$ cat src/hdl/logit_bias_steer_mask_engine_top_macros.svh
// Assertion macros for the logit bias, steering and mask engine.
`ifndef LOGIT_BIAS_STEER_MASK_ENGINE_TOP_MACROS_SVH
`define LOGIT_BIAS_STEER_MASK_ENGINE_TOP_MACROS_SVH
`ifndef SYNTHESIS
`define LBSM_ASSERT(lbl, prop) \
	lbl: assert property (@(posedge clk) disable iff (!arst_n) (prop)) \
		else $error("lbsm check failed");
`define LBSM_ASSERT_NEXT(lbl, ante, cons) \
	lbl: assert property (@(posedge clk) disable iff (!arst_n) (ante) |=> (cons)) \
		else $error("lbsm check failed");
`else
`define LBSM_ASSERT(lbl, prop)
`define LBSM_ASSERT_NEXT(lbl, ante, cons)
`endif
`endif

$ cat src/hdl/lbsm_pkg.sv
// Shared types and constants of the logit bias, steering and mask engine.
`default_nettype none
package lbsm_pkg;
	localparam int VOCAB_DEPTH_DEF = 32768;
	localparam int POS_W = 15;
	localparam int VAL_W = 32;
	localparam int STEER_W = 16;
	localparam int CFG_W = 16;
	localparam int BIAS_W = 2 * VAL_W;
	localparam int AUX_W = STEER_W + 2;
	localparam logic signed [VAL_W-1:0] NEG_INF = {1'b1, {(VAL_W-1){1'b0}}};
	localparam logic signed [VAL_W-1:0] POS_MAX = {1'b0, {(VAL_W-1){1'b1}}};
	localparam logic signed [VAL_W-1:0] NEG_MIN = {1'b1, {(VAL_W-2){1'b0}}, 1'b1};

	localparam logic [3:0] FN_LOGIT     = 4'd0;
	localparam logic [3:0] FN_PERS      = 4'd1;
	localparam logic [3:0] FN_PEND      = 4'd2;
	localparam logic [3:0] FN_CLR_BIAS  = 4'd3;
	localparam logic [3:0] FN_CLR_PEND  = 4'd4;
	localparam logic [3:0] FN_STEER     = 4'd5;
	localparam logic [3:0] FN_CLR_STEER = 4'd6;
	localparam logic [3:0] FN_TOK       = 4'd7;
	localparam logic [3:0] FN_CLR_TOK   = 4'd8;
	localparam logic [3:0] FN_SYN       = 4'd9;
	localparam logic [3:0] FN_CLR_SYN   = 4'd10;

	localparam logic REG_VOCAB    = 1'b0;
	localparam logic REG_STRENGTH = 1'b1;

	typedef enum logic [2:0] {
		ST_CLR, ST_IDLE, ST_READ, ST_ADD1, ST_ADD2, ST_FIN
	} state_t;

	// fields wiped by a sweep
	typedef struct packed {
		logic pers;
		logic pend;
		logic steer;
		logic tok;
		logic syn;
	} clr_t;
endpackage
`default_nettype wire

$ cat src/hdl/lbsm_alu.sv
// Saturating Q16.16 adder with minus-infinity propagation.
`default_nettype none
module lbsm_alu (
	input  wire logic signed [lbsm_pkg::VAL_W-1:0] a,
	input  wire logic signed [lbsm_pkg::VAL_W-1:0] b,
	output logic      signed [lbsm_pkg::VAL_W-1:0] sum
);
	import lbsm_pkg::*;

	logic signed [VAL_W:0] raw;

	assign raw = (VAL_W+1)'(a) + (VAL_W+1)'(b);

	always_comb begin
		if (a == NEG_INF || b == NEG_INF) begin
			sum = NEG_INF;
		end else if (raw > (VAL_W+1)'(POS_MAX)) begin
			sum = POS_MAX;
		end else if (raw < (VAL_W+1)'(NEG_MIN)) begin
			sum = NEG_MIN;
		end else begin
			sum = VAL_W'(raw);
		end
	end
endmodule
`default_nettype wire

$ cat config.mk
export PLATFORM = sky130hd
export DESIGN_NAME = lbsm_alu
export DESIGN_NICKNAME = d
export VERILOG_FILES = /design/src/hdl/logit_bias_steer_mask_engine_top_macros.svh /design/src/hdl/lbsm_pkg.sv /design/src/hdl/lbsm_alu.sv
export SDC_FILE = /design/constraint.sdc
export NUM_CORES = 1
export LEC_CHECK = 0
export BUFFER_PORTS_ARGS = -buffer_cell sky130_fd_sc_hd__buf_2
export CELL_PAD_IN_SITES_DETAIL_PLACEMENT = 1
export CELL_PAD_IN_SITES_GLOBAL_PLACEMENT = 2
export CORE_MARGIN = 3
export CORE_UTILIZATION = 26
export DETAILED_ROUTE_END_ITERATION = 8
export PLACE_DENSITY_LB_ADDON = 0.2
export SYNTH_ARGS = -nofsm -noshare
export SYNTH_HDL_FRONTEND = slang
export SYNTH_SLANG_ARGS = --single-unit
export TNS_END_PERCENT = 10
$ cat constraint.sdc
create_clock -name vclk -period 5.6
set_input_delay 1.12 -clock vclk [all_inputs]
set_output_delay 1.12 -clock vclk [all_outputs]
set_load 0.005 [all_outputs]
==> flow_results.org <==
** Outcome
- Status :: finished, violations left
- Failing checks :: negative setup slack

** Synthesis
- Post-synthesis cell count :: 456
- Dominant cells by area after synthesis :: sky130_fd_sc_hd__ha_1, sky130_fd_sc_hd__a21oi_1, sky130_fd_sc_hd__a221oi_2, sky130_fd_sc_hd__nand2_1, sky130_fd_sc_hd__o21ai_0
- After synthesis, the mean cell area works out to 6.86 um^2.
- In this run the cell area of the synthesized design comes to 0.00313 mm^2.
- Sequential elements use 0% of the synthesized area.
- Synthesis warning total :: 0
- Net Count, Synth :: 553
- The synthesized netlist contains 67 unique library cells.
- After synthesis, the largest area contributor takes up 12.8% of total cell area.
- Of all cell types, the one taking the most synthesized area is sky130_fd_sc_hd__ha_1.

** Timing
- The count of pins over their slew limit came to 0.
- Post-route worst setup slack :: -140 ps
- Minimum clock period after layout :: 5740 ps
- The worst pin sits at a relative slew slack of 49.2%.
- Setup violations remaining at the end of the flow were counted as 22.
- Transition time of the tightest slew-check pin :: 754 ps
- Unrepaired setup endpoints after global routing :: true
- Share of the clock period used by the worst path :: 103%
- Final hold viol count :: 0
- Static timing analysis puts the maximum clock frequency at 174 MHz.
- Final TNS setup :: -2840 ps

** Global route
- Number of global-route vias before repair :: 4,740
- The number of antenna violations at the first check in global routing is 0.
- Global routing consumed, on the met3 layer, 0.679% of the routing resources.
- For this run the aggregate overflow at the end of global routing stands at 0.
- The first global-routing pass estimated 24.2 mm of wire.
- Entering global routing, the biggest net connects 24 pins.
- Aggregate global-route resource usage :: 22.2%
- Global routing's busiest layer :: met2
- Met1 usage :: 28.6%
- Routing usage on met2 :: 40.9%

** Final layout
- The number of antenna diodes in the final layout is 0.
- Sequential cells :: 0
- In the final layout, the multi-input gates occupy 0.00311 mm^2.
- Once layout is complete, the cells apart from fillers number 795.
- Sequential cell area :: 0 um^2
- Counting the fill cells in the layout gives 1,508.
- Share of final-layout standard cells stronger than drive strength 1 :: 42.2%
- At the end of the flow, the number of nets in the layout was 751.
- From synthesis to final layout, the design area changed by 53.6%.
- In the finished layout, the clock tree contains a buffer count of 0.
- With fillers left out, the area of the finished cells amounts to 0.00481 mm^2.

** Floorplan
- The die covers 0.0134 mm^2.
- The die is 116 um tall.
- Starting Density :: 27.0%
- Die width :: 116 um
- Placeable core area :: 0.0116 mm^2
- Number of cell rows :: 39
- Num ports :: 96

** Placement
- At the end of routability-driven placement, the weighted congestion stood at 0.857.
- Placed Instances :: 787
- Cell area after placement :: 0.00457 mm^2
- Once detailed placement completed, the half-perimeter wirelength came to 13.1 mm.
- PortBufs :: 96
- Prior to clock tree synthesis, the placed netlist has a worst setup slack of -370 ps.

** Power and ir drop
- Power density relative to cell area :: 156 mW/mm^2
- Lkg Pwr :: 0.00210 uW
- Final Total Pwr :: 752 uW
- Across the VDD grid, the largest voltage drop is 0.0610 mV.

** Setup path
- In this design, the largest share of critical-path delay is due to simple AND/OR/NAND/NOR gates.
- In this run the worst setup path begins at a[3].
- Number of buffers and inverters on the critical path :: 4
- Required time of the critical path :: 4480 ps
- STA classifies the critical path startpoint as an input port.
- The signal on the critical path passes through buf_2, ha_4, a21o_1, a21o_1, or3_4, a2111oi_4, or3b_1, or4_4, or4b_4, nor4_4, buf_4, buf_6, a221oi_2, buf_2.
- Arrival time of the worst setup path :: 4620 ps
- Worst Setup Path Type :: in -> out
- Delay contributed by the slowest stage of the critical path :: 560 ps
- Slowest cell on the critical path :: sky130_fd_sc_hd__or4b_4
- Along the worst path, the maximum fanout reaches 5.
- STA classifies the critical path endpoint as an output port.

** Route
- Before antenna repair, the detailed router went through 4 iterations.
- Routed vias :: 4,530
- The detailed router finished its first iteration with 212 violations.
- DR WL/cell :: 18.9 um
- Vias per std cell :: 5.70
- Summed over all layers, the routed wires come to 15.1 mm.
- Post-detailed-route DRC marker count :: 0
- In this run the remaining antenna-violating nets after routing total 0.

** Flow run
- Max-cap violations in this run came to 0.

** Min path
- Class of the tightest hold or removal check :: in -> out
- Hold path start :: b[0]

** Clocking
- Cts-stage hold buffer count :: 0
Yosys cell counts (all sizes together) (5+ instances only):
| library cell | n |
|---|---|
| or3 | 7 |
| a21oi | 55 |
| a221oi | 17 |
| o211ai | 13 |
| nand2 | 47 |
| inv | 12 |
| a31oi | 6 |
| buf | 7 |
| nor3 | 9 |
| a21o | 12 |
| nor4 | 19 |
| a211oi | 19 |
| xor2 | 6 |
| nand4 | 12 |
| nor2 | 28 |
| ha | 32 |
| xnor2 | 7 |
| and2 | 8 |
| nand2b | 5 |
| o21ai | 37 |
| clkbuf | 14 |
| nand3 | 10 |
| o21a | 10 |
report_power, final:
part | switching (uW) | internal, uW
logic | 399 | 353
clock network | 0 | 0
registers | 0 | 0
total | 399 | 353
metal layers:
layer	wire length (um)	vias up
met5	0	-
met4	439	0
met3	368	24
met2	7420	94
met1	6830	2185
li1	-	2227
layout by cell type, fill, tap and decap left out, types with 6 or more instances in the layout:
master / synthesis / layout
sky130_fd_sc_hd__a21o_1: 12 / 12
sky130_fd_sc_hd__nand4_1: 12 / 12
sky130_fd_sc_hd__nor4_1: 18 / 18
sky130_fd_sc_hd__buf_2: 2 / 93
sky130_fd_sc_hd__a221oi_2: 12 / 15
sky130_fd_sc_hd__a31oi_1: 6 / 6
sky130_fd_sc_hd__a21oi_1: 55 / 53
sky130_fd_sc_hd__a211oi_2: 8 / 10
sky130_fd_sc_hd__ha_1: 32 / 27
sky130_fd_sc_hd__inv_1: 12 / 11
sky130_fd_sc_hd__nor2_1: 28 / 28
sky130_fd_sc_hd__o211ai_1: 13 / 13
sky130_fd_sc_hd__nor3_1: 9 / 9
sky130_fd_sc_hd__nand3_1: 10 / 10
sky130_fd_sc_hd__xnor2_1: 7 / 7
sky130_fd_sc_hd__buf_6: 2 / 7
sky130_fd_sc_hd__buf_4: 2 / 113
sky130_fd_sc_hd__o21ai_0: 35 / 32
sky130_fd_sc_hd__nand2_1: 47 / 47
sky130_fd_sc_hd__o21a_1: 10 / 10
sky130_fd_sc_hd__a211oi_1: 11 / 9
cell families after synthesis:
family / count (synthesis) / share of synthesized area, %
compound gates: 204 / 47.6
xor+xnor: 13 / 3.64
fa+ha+maj: 33 / 13.4
buf+inv: 33 / 4.76
mux: 5 / 1.68
simple gates: 168 / 28.8
area by class of cell:
type | instances | share of cell area, %
Inverter | 12 | 0.937
Multi-Input combinational cell | 423 | 64.8
Timing Repair Buffer | 217 | 30.5
Tap cell | 143 | 3.72
worst paths after layout:
path | endpoint | slack, ps | depth (start not counted)
min | sum[0] | 2910 | 6
max | sum[15] | -140 | 14
metrics by stage:
stage	hold WS, ps	utilization (%)
6_report	2910	41.6
5_1_grt	2960	41.6
4_1_cts	2920	41.2
3_5_place_dp	2920	39.5
3_3_place_gp	2900	39.5
2_1_floorplan	2540	-
repair_timing:
action                     CTS  global route
setup endpoints to repair   22            25
pin swaps                   22             2
gates cloned                 2             0
resized for setup           32             7
setup buffers                5             1
No activity file was read; power rests on OpenSTA's default activity.
